## src/rtl/core/bfc_pkg.sv

```systemverilog
// ----------------------------------------------------------------------------
// bfc_pkg: shared constants, types and helpers for the box frustum cull block
// Plane register layout, arithmetic widths and the queue entry format.
// ----------------------------------------------------------------------------
`default_nettype none
package bfc_pkg;

  localparam int PLANE_COUNT = 6;
  localparam int AXES        = 3;
  localparam int COORD_W     = 28;
  localparam int NORM_W      = 12;
  localparam int OFFSET_W    = 28;
  localparam int NORM_FRAC   = 10;
  localparam int PLANE_W     = 64;
  localparam int CFG_IDX_W   = 3;
  localparam int QUEUE_DEPTH = 4;
  localparam int QPTR_W      = $clog2(QUEUE_DEPTH);
  localparam int QCNT_W      = $clog2(QUEUE_DEPTH + 1);

  // Bit positions inside a plane register.
  localparam int NX_LSB = 0;
  localparam int NY_LSB = 12;
  localparam int NZ_LSB = 24;
  localparam int W_LSB  = 36;

  // One product of a normal component and a coordinate.
  localparam int PROD_W = NORM_W + COORD_W;
  // Three products plus the scaled offset, with headroom.
  localparam int DIST_W = PROD_W + 2;

  // Front-to-back queue entry: which planes this vertex was in front of.
  typedef struct packed {
    logic [PLANE_COUNT-1:0] front;
    logic                   last;
  } entry_t;

  typedef logic [PLANE_W-1:0] plane_t;

  function automatic logic signed [NORM_W-1:0] plane_norm(input plane_t pl, input int axis);
    logic signed [NORM_W-1:0] n;
    case (axis)
      0:       n = $signed(pl[NX_LSB +: NORM_W]);
      1:       n = $signed(pl[NY_LSB +: NORM_W]);
      default: n = $signed(pl[NZ_LSB +: NORM_W]);
    endcase
    return n;
  endfunction

  function automatic logic signed [OFFSET_W-1:0] plane_offset(input plane_t pl);
    return $signed(pl[W_LSB +: OFFSET_W]);
  endfunction

endpackage
`default_nettype wire

```

## src/rtl/core/bfc_back.sv

```systemverilog
// ----------------------------------------------------------------------------
// bfc_back: per-box accumulator and result register
// Collects the front-of-plane flags over a box and issues the verdict on the
// flagged final vertex.
// ----------------------------------------------------------------------------
`default_nettype none
module bfc_back (
  input  wire logic            clk,
  input  wire logic            rst_n,
  input  wire logic            pop_valid,
  output logic                 pop_ready,
  input  wire bfc_pkg::entry_t pop_data,
  output logic                 out_valid,
  input  wire logic            out_ready,
  output logic                 out_box_visible
);

  logic [bfc_pkg::PLANE_COUNT-1:0] seen_r;
  logic [bfc_pkg::PLANE_COUNT-1:0] seen_nxt;
  logic                            out_valid_r;
  logic                            out_vis_r;
  logic                            do_pop;

  // Only a final vertex needs the result register to be free.
  assign pop_ready = !pop_data.last || !out_valid_r || out_ready;
  assign do_pop    = pop_valid && pop_ready;
  assign seen_nxt  = seen_r | pop_data.front;

  assign out_valid       = out_valid_r;
  assign out_box_visible = out_vis_r;

  always_ff @(posedge clk) begin
    if (!rst_n) begin
      seen_r      <= '0;
      out_valid_r <= 1'b0;
    end else begin
      if (do_pop && pop_data.last) begin
        out_valid_r <= 1'b1;
      end else if (out_ready) begin
        out_valid_r <= 1'b0;
      end
      if (do_pop) begin
        if (pop_data.last) begin
          seen_r <= '0;
        end else begin
          seen_r <= seen_nxt;
        end
      end
    end
  end

  always_ff @(posedge clk) begin
    if (do_pop && pop_data.last) begin
      out_vis_r <= &seen_nxt;
    end
  end

endmodule
`default_nettype wire

```

## config.mk

```make
export PLATFORM = sky130hd
export DESIGN_NAME = bfc_back
export DESIGN_NICKNAME = d
export VERILOG_FILES = /design/src/rtl/core/bfc_pkg.sv /design/src/rtl/core/bfc_back.sv
export SDC_FILE = /design/constraint.sdc
export NUM_CORES = 1
export LEC_CHECK = 0
export ABC_AREA = 1
export BUFFER_PORTS_ARGS = -buffer_cell sky130_fd_sc_hd__buf_2
export CAP_MARGIN = 20
export CORE_AREA = 2 2 39 41
export DETAILED_ROUTE_END_ITERATION = 16
export DIE_AREA = 0 0 41 43
export GPL_TIMING_DRIVEN = 0
export PLACE_DENSITY = 0.49
export SYNTH_ARGS = -nofsm -noshare
export SYNTH_HDL_FRONTEND = slang
export SYNTH_SLANG_ARGS = --single-unit
```

## constraint.sdc

```tcl
create_clock -name clk -period 1.4 [get_ports clk]
set_input_delay 0.07 -clock clk [delete_from_list [all_inputs] [get_ports clk]]
set_output_delay 0.07 -clock clk [all_outputs]
set_load 0.005 [all_outputs]
```

* Word-level counts from Yosys, hierarchy flattened
Index checks and enable logic that the tools add are counted. W data, S select, Z words.
Word-level totals: input port bits 11, output and inout port bits 3, flip-flop bits (word level) 8, logic and storage cells 15
Cells by class: muxes and demuxes 3, bitwise gates (word level) 1, reduce and logical (&&, ||, !) cells 8
Operator list (count):
- $mux W6 | 1
- $or A6 B6 Y6 | 1
- $reduce_and A6 Y1 | 1
- $logic_and A1 B1 Y1 | 2
- $logic_not A1 Y1 | 2
- $logic_or A1 B1 Y1 | 2
- $mux W1 | 2
- $reduce_bool A2 Y1 | 1

* Logic depth before layout (Yosys ltp)
word-level depth 6, gate-level depth with buffers 6, gate-level depth less buffers 6

* Least setup slack after synthesis
OpenSTA, ideal clock, no wires.
path type flip-flop to flip-flop, start point reg out_valid_r (netlist: out_valid), end point reg out_vis_r (netlist: out_box_visible), enable pin, path buffers 0, period minus slack after synthesis 0.842 ns, cell stages (with the launch flop) 4, slack 0.558 ns, arrival time 0.552 ns, setup time 0.290 ns, required time 1.110 ns, cell sequence dfxtp_1 > nand2_1 > nand3_2 > inv_1
Between the ends: longest elaborated chain between the ends 5
Ends and longest elaborated chain:
- start, declared | RTL line bfc_back.sv:20 | logic out_valid_r;
- start signal, assigned | RTL line bfc_back.sv:35 | out_valid_r <= 1'b0;
- start signal, assigned | RTL line bfc_back.sv:38 | out_valid_r <= 1'b1;
- start signal, assigned | RTL line bfc_back.sv:40 | out_valid_r <= 1'b0;
- $logic_not A1 Y1 | RTL line bfc_back.sv:25 | assign pop_ready = !pop_data.last || !out_valid_r || out_ready;
- $logic_or A1 B1 Y1 (2 in a row) | RTL line bfc_back.sv:25
- $logic_and A1 B1 Y1 | RTL line bfc_back.sv:26 | assign do_pop = pop_valid && pop_ready;
- $logic_and A1 B1 Y1 | RTL line bfc_back.sv:53 | if (do_pop && pop_data.last) begin
- end signal, assigned | RTL line bfc_back.sv:54 | out_vis_r <= &seen_nxt;
- end, declared | RTL line bfc_back.sv:21 | logic out_vis_r;
Every way passes these cells. A chain may end at the register's enable or synchronous reset.

* Worst setup path after layout
start point reg out_valid_r (netlist: out_valid), end point out pop_ready
Between the ends: longest elaborated chain between the ends 3
Ends and longest elaborated chain:
- $logic_not A1 Y1 | RTL line bfc_back.sv:25
- $logic_or A1 B1 Y1 (2 in a row) | RTL line bfc_back.sv:25
- end, declared | RTL line bfc_back.sv:11 | output logic pop_ready,
Every way passes these cells.

==> flow_summary.ini <==
[sta]
worstMarginPinSlew_ns = 0.164
timing.hold.ws_ns = 0.0371
finalMaxSlewViolations = 0
fmax_mhz = 982
rsz0062_at_grt = no
period_share = 0.728
final-hold-violation-count = 0
tns_ns = 0
setup_viol = 0
clock_skew_ns = 0.00695
relSlewSlack = 0.890
finalCriticalPeriod_ns = 1.02
finalWorstSetupSlack_ns = 0.381

[flow_run]
drv_cap = 0

[place]
preCtsSetupSlack_ns = 0.536
gp_congestion = 0.614
place_hpwl_um = 561
io_buffers = 13
placed_area_um2 = 433
placed_cells = 75

[power_and_ir_drop]
power_frac_seq = 0.501
pwr-share-comb = 0.125
p_per_area_mw_per_mm2 = 1090
switchingPower_mw = 0.118
ir_worst_vdd_v = 0.000513
power_frac_clock = 0.374
leakagePower_nw = 0.239
internal_power_mw = 0.383
swShare = 0.235

[synth]
yosysSeqAreaShare = 0.489
synthXorXnorAreaFrac = 0
synth_top_family_by_area = simple AND/OR/NAND/NOR gates
synth_top_cell_by_area = dfxtp_1
avgSynthCellArea_um2 = 7.56
yosysMostFrequentCell = inv_1
synthSimpleGateAreaFrac = 0.266
ys_ff_latch = 8
ys.warnings.count = 0
synth-async-reset-ratio = 0
synth_edf_count = 1
synth_compound_area_frac = 0.104
synth-main-ff-cell = dfxtp_1
synth_fa_ha_area_frac = 0
yosys.area.top_type_share = 0.403
synthCells = 46
synthTopCellsByCount = inv_1, dfxtp_1, nand2_1, a21oi_1, nand3_1
syn_area_um2 = 348
yosys.cell_types.count = 11
syn_nets = 57
synthTopCellsByArea = dfxtp_1, inv_1, a21oi_1
synthMuxAreaShare = 0

[clocking]
clk_latency_ns = 0.25
clk_path_buf_depth = 2
cts_resized = 0
htreeDepth = 1
cts_buffers = 3
cts_hold_buf = 0
clk_pin_slew_ns = 0.05
post-cts-setup-buffer-count = 0
cts-root-buf = clkbuf_4
clock-sinks = 8
cts_tree = done

[floorplanning]
core_mm2 = 0.00138
die_w_um = 41
rows = 14
die_height_um = 43
die-area_mm2 = 0.00176
initial_core_util = 0.251
ios = 14

[detailed_routing]
drt_iter0_drc = 5
antenna_left = 0
num_vias = 348
remaining_drc_errors = 0
wl_um = 730
wl_per_cell_um = 9.24
viasPerCell = 4.41
first_pass_iters = 5

[setup_path]
cp_slowest_cell = dfxtp_1
path_max_fanout = 7
path_class = register to output pin
cp.depth = 2
crit_path_cell_trace = nand3_2 -> buf_2
crit_family = flip-flops
critPathLaunchType = register
crit_start = out_valid$_SDFFE_PN0P_
arrival_ns = 0.95
path_buf_inv = 1
rrSetupSlack_ns = 0.55
required_ns = 1.33
reg2reg_depth = 3
crit_path_end_kind = output pin
cp-endpoint = pop_ready
critPathMaxStageDelay_ns = 0.35
reg2reg_to = out_box_visible$_DFFE_PP_
r2r_start = out_valid$_SDFFE_PN0P_

[finish]
ff_latch_area_um2 = 170
multi_input_area_um2 = 129
design_area_um2 = 459
instances_no_fill = 79
area_growth_pct = 32.0
nNetsFinal = 75
fillers = 157
antennaDiodeCount = 0
drive_above_1_share = 0.302

[global_route]
grt_use_met1 = 0.0939
grt_pass1_wl_um = 1190
met2_usage = 0.166
track_usage = 0.110
grt.busiest_layer = met2
grt_remaining_overflow = 0
antenna_found_initial = 0
grt_pass1_vias = 314
met3_usage = 0.0942
grt_max_degree = 8

[hold_path]
hp-class = input port to register

[run_status]
outcome = completed
-- per-layer routing --
layer | up-vias | share of wire
li1 | 179 | -
met1 | 159 | 0.43
met2 | 8 | 0.49
met3 | 2 | 0.053
met4 | 0 | 0.019
met5 | - | 0
-- power by group through the flow --
stage          clock (mW)  combinational [mW]  sequential [mW]
2_1_floorplan           0              0.0331            0.255
3_3_place_gp            0              0.0620            0.255
3_5_place_dp            0              0.0632            0.256
5_1_grt             0.220              0.0720            0.252
4_1_cts             0.198              0.0637            0.251
6_report            0.187              0.0624            0.251
-- how the worst min path moves through the flow --
| stage | to | cells past startpoint | start |
|---|---|---|---|
| finish | out_valid$_SDFFE_PN0P_ | 3 | rst_n |
| detailed placement | out_valid$_SDFFE_PN0P_ | 3 | rst_n |
| global placement | out_valid$_SDFFE_PN0P_ | 3 | rst_n |
| floorplan | out_valid$_SDFFE_PN0P_ | 2 | rst_n |
| CTS | out_valid$_SDFFE_PN0P_ | 3 | rst_n |
| global route | out_valid$_SDFFE_PN0P_ | 3 | rst_n |
-- area by class of cell --
cell class / instances / area share
sequential: 8 / 0.371
multi-input combinational: 25 / 0.281
timing repair buffer: 13 / 0.142
inverter: 13 / 0.106
clock buffer: 4 / 0.0572
tap: 16 / 0.0436
-- metrics by stage --
step	total power, mW	util
detailed placement	0.319	0.313
floorplan	0.288	-
global placement	0.317	0.313
CTS	0.512	0.332
global route	0.544	0.332
finish	0.500	0.332
-- cells by family after synthesis --
family	count (synthesis)
compound gates	7
simple gates	18
buf+inv	13
flops	8
-- state kept, by name, indices dropped and copies added, names as in the netlist --
register and cells:
out_box_visible 1, seen_r 6, out_valid 1
-- cells in the final DEF, fill, tap and decap left out --
master and count:
nand2_1 7, a21oi_1 6, edfxtp_1 1, dfxtp_1 7, buf_2 13, clkbuf_4 3
o22ai_1 1, inv_1 13, nand4_1 1, nor2_1 1, clkbuf_1 1, nand2_2 1
nand3_1 6, nand3_2 2
-- worst reg2reg max path: cells and delay by family (launching register included) --
| kind | cells | cell delay (ns) |
|---|---|---|
| flip-flops | 1 | 0.32 |
| buffers and inverters | 1 | 0.07 |
| AND/OR/NAND/NOR | 2 | 0.19 |
No activity file was read; power rests on OpenSTA's default activity.
