`config.mk`:
```
export PLATFORM = sky130hd
export DESIGN_NAME = bfc_queue
export DESIGN_NICKNAME = d
export VERILOG_FILES = /design/src/rtl/core/bfc_pkg.sv /design/src/rtl/core/bfc_queue.sv
export SDC_FILE = /design/constraint.sdc
export NUM_CORES = 1
export LEC_CHECK = 0
export BUFFER_PORTS_ARGS = -buffer_cell sky130_fd_sc_hd__buf_2
export CORE_ASPECT_RATIO = 1.5
export CORE_MARGIN = 8
export CORE_UTILIZATION = 50
export DETAILED_ROUTE_END_ITERATION = 10
export GPL_TIMING_DRIVEN = 0
export PLACE_DENSITY = 0.76
export SETUP_SLACK_MARGIN = 0.15
export SLEW_MARGIN = 20
export SYNTH_ARGS = -nofsm -noshare
export SYNTH_HDL_FRONTEND = slang
export SYNTH_SLANG_ARGS = --single-unit
```
`constraint.sdc`:
```
create_clock -name clk -period 2.5 [get_ports clk]
set_clock_uncertainty 0.15 [all_clocks]
set_input_delay 0.375 -clock clk [delete_from_list [all_inputs] [get_ports clk]]
set_output_delay 0.375 -clock clk [all_outputs]
set_load 0.01 [all_outputs]
```
`src/rtl/core/bfc_pkg.sv`:
```
// ----------------------------------------------------------------------------
// bfc_pkg: shared constants, types and helpers for the box frustum cull block
// Plane register layout, arithmetic widths and the queue entry format.
// ----------------------------------------------------------------------------
`default_nettype none
package bfc_pkg;

  localparam int PLANE_COUNT = 6;
  localparam int AXES        = 3;
  localparam int COORD_W     = 28;
  localparam int NORM_W      = 12;
  localparam int OFFSET_W    = 28;
  localparam int NORM_FRAC   = 10;
  localparam int PLANE_W     = 64;
  localparam int CFG_IDX_W   = 3;
  localparam int QUEUE_DEPTH = 4;
  localparam int QPTR_W      = $clog2(QUEUE_DEPTH);
  localparam int QCNT_W      = $clog2(QUEUE_DEPTH + 1);

  // Bit positions inside a plane register.
  localparam int NX_LSB = 0;
  localparam int NY_LSB = 12;
  localparam int NZ_LSB = 24;
  localparam int W_LSB  = 36;

  // One product of a normal component and a coordinate.
  localparam int PROD_W = NORM_W + COORD_W;
  // Three products plus the scaled offset, with headroom.
  localparam int DIST_W = PROD_W + 2;

  // Front-to-back queue entry: which planes this vertex was in front of.
  typedef struct packed {
    logic [PLANE_COUNT-1:0] front;
    logic                   last;
  } entry_t;

  typedef logic [PLANE_W-1:0] plane_t;

  function automatic logic signed [NORM_W-1:0] plane_norm(input plane_t pl, input int axis);
    logic signed [NORM_W-1:0] n;
    case (axis)
      0:       n = $signed(pl[NX_LSB +: NORM_W]);
      1:       n = $signed(pl[NY_LSB +: NORM_W]);
      default: n = $signed(pl[NZ_LSB +: NORM_W]);
    endcase
    return n;
  endfunction

  function automatic logic signed [OFFSET_W-1:0] plane_offset(input plane_t pl);
    return $signed(pl[W_LSB +: OFFSET_W]);
  endfunction

endpackage
`default_nettype wire

```
`src/rtl/core/bfc_queue.sv`:
```
// ----------------------------------------------------------------------------
// bfc_queue: short FIFO between the classifier and the box accumulator
// Holds per-vertex plane flags so either side can stall on its own.
// ----------------------------------------------------------------------------
`default_nettype none
module bfc_queue (
  input  wire logic            clk,
  input  wire logic            rst_n,
  input  wire logic            push_valid,
  output logic                 push_ready,
  input  wire bfc_pkg::entry_t push_data,
  output logic                 pop_valid,
  input  wire logic            pop_ready,
  output bfc_pkg::entry_t      pop_data
);

  bfc_pkg::entry_t               slot_r [bfc_pkg::QUEUE_DEPTH];
  logic [bfc_pkg::QPTR_W-1:0]    wr_ptr_r;
  logic [bfc_pkg::QPTR_W-1:0]    rd_ptr_r;
  logic [bfc_pkg::QCNT_W-1:0]    count_r;
  logic                          do_push;
  logic                          do_pop;

  assign push_ready = (count_r != bfc_pkg::QCNT_W'(bfc_pkg::QUEUE_DEPTH));
  assign pop_valid  = (count_r != '0);
  assign pop_data   = slot_r[rd_ptr_r];
  assign do_push    = push_valid && push_ready;
  assign do_pop     = pop_valid && pop_ready;

  always_ff @(posedge clk) begin
    if (!rst_n) begin
      wr_ptr_r <= '0;
      rd_ptr_r <= '0;
      count_r  <= '0;
    end else begin
      if (do_push) begin
        wr_ptr_r <= wr_ptr_r + 1'b1;
      end
      if (do_pop) begin
        rd_ptr_r <= rd_ptr_r + 1'b1;
      end
      case ({do_push, do_pop})
        2'b10:   count_r <= count_r + 1'b1;
        2'b01:   count_r <= count_r - 1'b1;
        default: count_r <= count_r;
      endcase
    end
  end

  always_ff @(posedge clk) begin
    if (do_push) begin
      slot_r[wr_ptr_r] <= push_data;
    end
  end

endmodule
`default_nettype wire

```
## Word-level counts from Yosys, hierarchy flattened

Memory sizes are Yosys's and may differ from the RTL's. A register that Yosys moved wholly into a read port is not among the register bits.
Cells that the tools add are included.
W data, S select, Z words.

| cells by class | value |
|---|---|
| $add $sub $neg | 4 |
| equal/unequal tests | 3 |
| mux-type cells | 5 |
| reduce and logical (&&, ||, !) cells | 4 |

Operator list:

| cell | number |
|---|---|
| $pmux W3 S2 | 1 |
| $add A2 B1 Y2 const B | 2 |
| $mux W2 | 2 |
| $add A3 B1 Y3 const B | 1 |
| $ne A3 B3 Y1 const B | 1 |
| $reduce_bool A3 Y1 | 1 |
| $sub A3 B1 Y3 const B | 1 |
| $eq A2 B1 Y1 const B | 1 |
| $eq A2 B2 Y1 const B | 1 |
| $logic_and A1 B1 Y1 | 2 |
| $mux W1 | 2 |
| $reduce_bool A2 Y1 | 1 |

| storage, ports and cells | value |
|---|---|
| bits in registers | 7 |
| RAM bits | 28 |
| input port bits | 11 |
| word-level logic and storage cells | 20 |
| memories kept | 1 |

Memories:

| memory | depth | width | rd ports | clocked after memory_dff | write ports | line | RTL |
|---|---|---|---|---|---|---|---|
| slot_r | 4 | 7 | 1 | 1 | 1 | bfc_queue.sv:17 | `bfc_pkg::entry_t slot_r [bfc_pkg::QUEUE_DEPTH];` |

## Longest topological paths before layout

| depth | value |
|---|---|
| word-level depth | 4 |
| mapped depth | 9 |
| mapped depth without buffers | 9 |

## Worst setup path before layout

Ideal clock, no wire load.

| path | value |
|---|---|
| kind | register -> register |
| start point | reg count_r[1] (netlist bit) |
| end point | reg count_r[2] (netlist bit) |
| arrival time | 1830 ps |
| data required time | 2274 ps |
| path slack | 444 ps |
| cell stages (with the launch flop) | 10 |
| cells stage by stage | dfxtp_1 -> nor2_1 -> a21boi_2 -> inv_1 -> ha_1 -> inv_1 -> fa_1 -> xor2_1 -> or3_1 -> a21boi_0 |

| on the way | value |
|---|---|
| cells in the longest elaborated chain, start to end | 4 |
| elaborated cells between the ends (all ways) | 10 |
| classes of those cells | add/sub: 2; eq/ne: 3; mux: 1; reduce/logical: 4 |

RTL lines:

| element | line | RTL |
|---|---|---|
| start, declared | bfc_queue.sv:20 | `logic [bfc_pkg::QCNT_W-1:0] count_r;` |
| start signal, assigned | bfc_queue.sv:43 | `2'b10: count_r <= count_r + 1'b1;` |
| start signal, assigned | bfc_queue.sv:44 | `2'b01: count_r <= count_r - 1'b1;` |
| start signal, assigned | bfc_queue.sv:45 | `default: count_r <= count_r;` |
| $ne A3 B3 Y1 or $reduce_bool A3 Y1 (tied branches) | bfc_queue.sv:24, bfc_queue.sv:25 |  |
| $logic_and A1 B1 Y1 (on tied branches) | bfc_queue.sv:27, bfc_queue.sv:28 |  |
| $eq A2 B1 Y1 or $eq A2 B2 Y1 (tied branches) | bfc_queue.sv:42 | `case ({do_push, do_pop})` |
| $pmux W3 S2 or $reduce_bool A2 Y1 (tied branches) | - |  |

Several ways; a longest one is shown, not always the timed one.
A chain may end at the register's enable or synchronous reset.

## Worst setup path after layout

| path | value |
|---|---|
| start point | reg count_r[0] (netlist bit) |
| end point | reg count_r[2] (netlist bit) |

Same word-level chain as after synthesis.

==> results by stage <==
Synth:
- Of the total synthesized cell area, the portion taken by AND, OR, NAND and NOR gates is 0.06411.
- sky130_fd_sc_hd__edfxtp_1 takes more of the synthesized area than any other cell.
- The cell count after synthesis came out at 89.
- Ranked by instance count, the synthesized netlist is headed by 28 x sky130_fd_sc_hd__edfxtp_1, 9 x sky130_fd_sc_hd__dfxtp_1, 7 x sky130_fd_sc_hd__and2_1, 7 x sky130_fd_sc_hd__mux4_2.
- For this run, the register share of the synthesized area comes to 0.6794.
- After synthesis, the share of cell area in mux cells is 0.1182.
- Of all flip-flops after synthesis, the portion carrying an async set or reset was 0.
- By area the synthesized netlist is led by sky130_fd_sc_hd__edfxtp_1 56%, sky130_fd_sc_hd__dfxtp_1 12%, sky130_fd_sc_hd__mux4_2 10%.
- The top cell type's share of synthesized area is 0.5595.
- The number of nets in the synthesized netlist is 106.
- The Yosys step of the flow raised 0 warnings.
- The xor and xnor area share after synthesis is 0.02331.
- The number of library cell types mapped by synthesis is 23.
- The synthesized design contains 37 register bits.
- In this run the cell area of the synthesized design comes to 1503 um^2.
- Dividing the synthesized area by the synthesized cell count gives 16.88 um^2.
- For this run, the leading register cell type out of synthesis is sky130_fd_sc_hd__edfxtp_1.
- The number of enable-type register cells in the synthesized netlist is 28.
- The share of the synthesized area in compound gates (AO/OA/AOI/OAI) came to 0.03664.
- By area, the combinational part of the netlist is dominated by multiplexers.
- The most frequent cell after synthesis is sky130_fd_sc_hd__edfxtp_1.
- Of the total synthesized cell area, the portion taken by full adders, half adders and majority gates is 0.05495.

Power:
- In this run the static leakage power is 0.6130 nW.
- Across the VDD grid, the largest voltage drop is 635.3 uV.
- The ratio of total power to cell area is 949.8 nW/um^2.

Finish:
- The final layout contains 131 nets.
- Leaving out filler cells and counting taps, the final layout contains 154.
- The number of antenna diodes in the final layout is 0.
- The synthesis-to-layout area growth is 14.99%.
- After routing the design area is 1728 um^2.
- Of the cells placed in the final design, the portion with a size suffix greater than 1 is 0.3391.

GRT:
- For this run, the total global-route usage over all layers was measured as 0.1017.
- The total congestion overflow is 0.
- The number of antenna violations at the first check in global routing was 0.
- The first global-routing pass estimated 3795 um of wire.
- The pin count of the biggest net entering global routing is 11.
- The via count of the first global-routing pass was 900.

Place:
- After detailed placement, the total cell area comes to 1642 um^2.
- The routability congestion estimate from global placement is 0.6640.
- The half-perimeter wire length after detailed placement is 1682 um.
- Before CTS, the worst setup slack after placement is 0.2583 ns.
- The number of buffer cells added on primary ports is 18.
- Counting tap cells, the placed design contains a total of 146 instances.

Floorplan:
- For this design the top-level I/O count stands at 20.
- The initial cell density of the core is 0.5213.
- From bottom edge to top edge, the die measures 83.14 um.
- The floorplan step defined a core boundary enclosing 2883 um^2.
- The floorplan has 24 rows.
- The width of the die is 60.76 um.
- The floorplan step defined a die boundary enclosing 5052 um^2.

Job:
- The count of maximum capacitance violations is 0.

Setup path:
- Traced cell by cell, the critical path runs through nor2_2 > a21boi_2 > inv_1 > ha_1 > inv_1 > fa_1 > xor2_1 > or3_1 > a21boi_0.
- Of all nets on the critical path, the largest fanout is 7.
- STA classifies the critical path endpoint as a flip-flop.
- The start-to-end type of the worst setup path is flip-flop to flip-flop.
- The most used cell along the critical path is sky130_fd_sc_hd__inv_1.
- Data on the critical path is required at its endpoint by 2.55 ns.
- The highest cell delay on the worst timing path is 0.37 ns.
- The startpoint class of the critical path is a flip-flop.
- The critical path's slowest cell is sky130_fd_sc_hd__fa_1.
- The data arrival at the endpoint of the critical path is 2.23 ns.

Outcome:
- The run finished with clean final reports.

Drt:
- The first TritonRoute pass finished after 4 iterations.
- The post-route DRC violation count is 0.
- In this run the remaining antenna-violating nets after routing total 0.
- The routed design has 2308 um of wire.
- The count of vias placed by the detailed router is 783.
- The mean number of vias per cell is 5.084.
- In the final routed layout, each cell accounts on average for 14.99 um.
- The initial DRC count is 18.

Clock network:
- The depth of the CTS H-tree is 2.
- The cell sitting at the root of the clock tree is a sky130_fd_sc_hd__clkbuf_8.
- After clock tree synthesis, the clock-pin slew on the worst setup and hold paths is 0.07 ns.
- TritonCTS built the clock tree.
- The count of clock tree sinks is 37.
- The post-CTS setup buffer count is 0.
- The latest clock arrival within the worst-skew pair is 0.27 ns.
- TritonCTS created 5 clock buffers.
- The clock passes through at most 2 buffers.

Timing:
- The final count of pins violating max slew is 0.
- The hold violation count in the final report is 0.
- The post-route minimum period is 2.187 ns.
- The final period utilization is 0.8750.
- Setup repair after global routing left no endpoint under its margin.
- Setup violations remaining at the end of the flow were counted as 0.
- Setup slack on the critical path of the routed design comes to 0.3125 ns.
- The peak clock frequency supported by timing is 457.1 MHz.
- The total negative setup slack is 0 ns.
- The actual slew at the worst max-slew pin is 0.4559 ns.
- The worst slew slack as a fraction of its limit is 0.6961.

Worst hold path:
- The path class of the lowest-slack min-delay path is input port to flip-flop.
==> registers in the layout, indices dropped and copies added (netlist names), named ones only <==
signal / cells
count_r: 3
rd_ptr_r: 2
slot_r: 28
wr_ptr_r: 2
==> logic make-up after synthesis <==
family | Yosys count
adders and majority gates | 6
DFF | 37
xor gates and xnor gates | 4
AOI/OAI and AO/OA | 6
buffers and inverters | 9
and+or+nand+nor | 18
muxes | 9
==> per-stage QoR <==
stage	total power (W)	util	hold slack, ns
2_1_floorplan	0.001138	-	0.3177
3_3_place_gp	0.001261	0.5694	0.3277
3_5_place_dp	0.001284	0.5694	0.3549
4_1_cts	0.001660	0.5972	0.1599
5_1_grt	0.001749	0.5994	0.1535
6_report	0.001641	0.5994	0.1706
==> worst max-delay path: cells and delay by family, from the launching register on <==
family	cells	cell delay [ns]
fa+ha+maj	2	0.56
simple gates	2	0.45
flops	1	0.35
compound gates	2	0.29
xor+xnor	1	0.16
buf+inv	2	0.14
==> repair_timing <==
item	4_1_cts	5_1_grt
endpoints found under the hold margin	0	0
endpoints found under the setup margin	0	1
hold buffers	0	0
gates resized for setup	0	4
==> cell usage in the layout (no fill, tap or decap), types with 2 or more instances in the layout <==
cell type,n
sky130_fd_sc_hd__ha_1,5
sky130_fd_sc_hd__clkbuf_8,5
sky130_fd_sc_hd__inv_1,6
sky130_fd_sc_hd__xnor2_1,3
sky130_fd_sc_hd__nand2_1,6
sky130_fd_sc_hd__mux2i_1,2
sky130_fd_sc_hd__clkbuf_1,4
sky130_fd_sc_hd__o21ai_0,2
sky130_fd_sc_hd__mux4_2,7
sky130_fd_sc_hd__nor2b_1,2
sky130_fd_sc_hd__buf_2,19
sky130_fd_sc_hd__dfxtp_1,6
sky130_fd_sc_hd__dfxtp_2,3
sky130_fd_sc_hd__edfxtp_1,28
sky130_fd_sc_hd__and2_1,7
==> final timing paths <==
path / depth (start not counted) / from / slack [ns] / to
hold reg to reg: 2 / wr_ptr_r[1] / 0.36 / wr_ptr_r[1]
setup reg to reg: 9 / count_r[0] / 0.31 / count_r[2]
hold / removal: 1 / push_data[0] / 0.17 / slot_r[1][0]
setup / recovery: 9 / count_r[0] / 0.31 / count_r[2]
==> report_power, final <==
part / switching, W / internal, W / total [W] / leakage (nW)
Sequential: 0.0000532 / 0.000755 / 0.000809 / 0.332
Clock: 0.000177 / 0.000198 / 0.000374 / 0.0395
Combinational: 0.000227 / 0.000232 / 0.000458 / 0.242
==> final cells by class <==
cell class / instances / area, um^2
repair buffers: 18 / 90.09
inverters: 6 / 22.52
multi-input cells: 43 / 449.2
plain buffers: 3 / 12.51
clock buffers: 8 / 80.08
flip-flops and latches: 37 / 1025
fillers: 241 / 1155
well taps: 39 / 48.80
==> layer usage <==
layer / up-vias / part of all wire / GRT usage / wire length [um]
met1: 394 / 0.39 / 0.09827 / 908
met2: 14 / 0.55 / 0.1797 / 1266
met3: 2 / 0.049 / 0.03704 / 114
li1: 373 / - / - / -
met4: 0 / 0.0082 / 0.04478 / 19
met5: - / 0 / 0 / 0
Note: power is estimated with default switching activity, not from simulation.
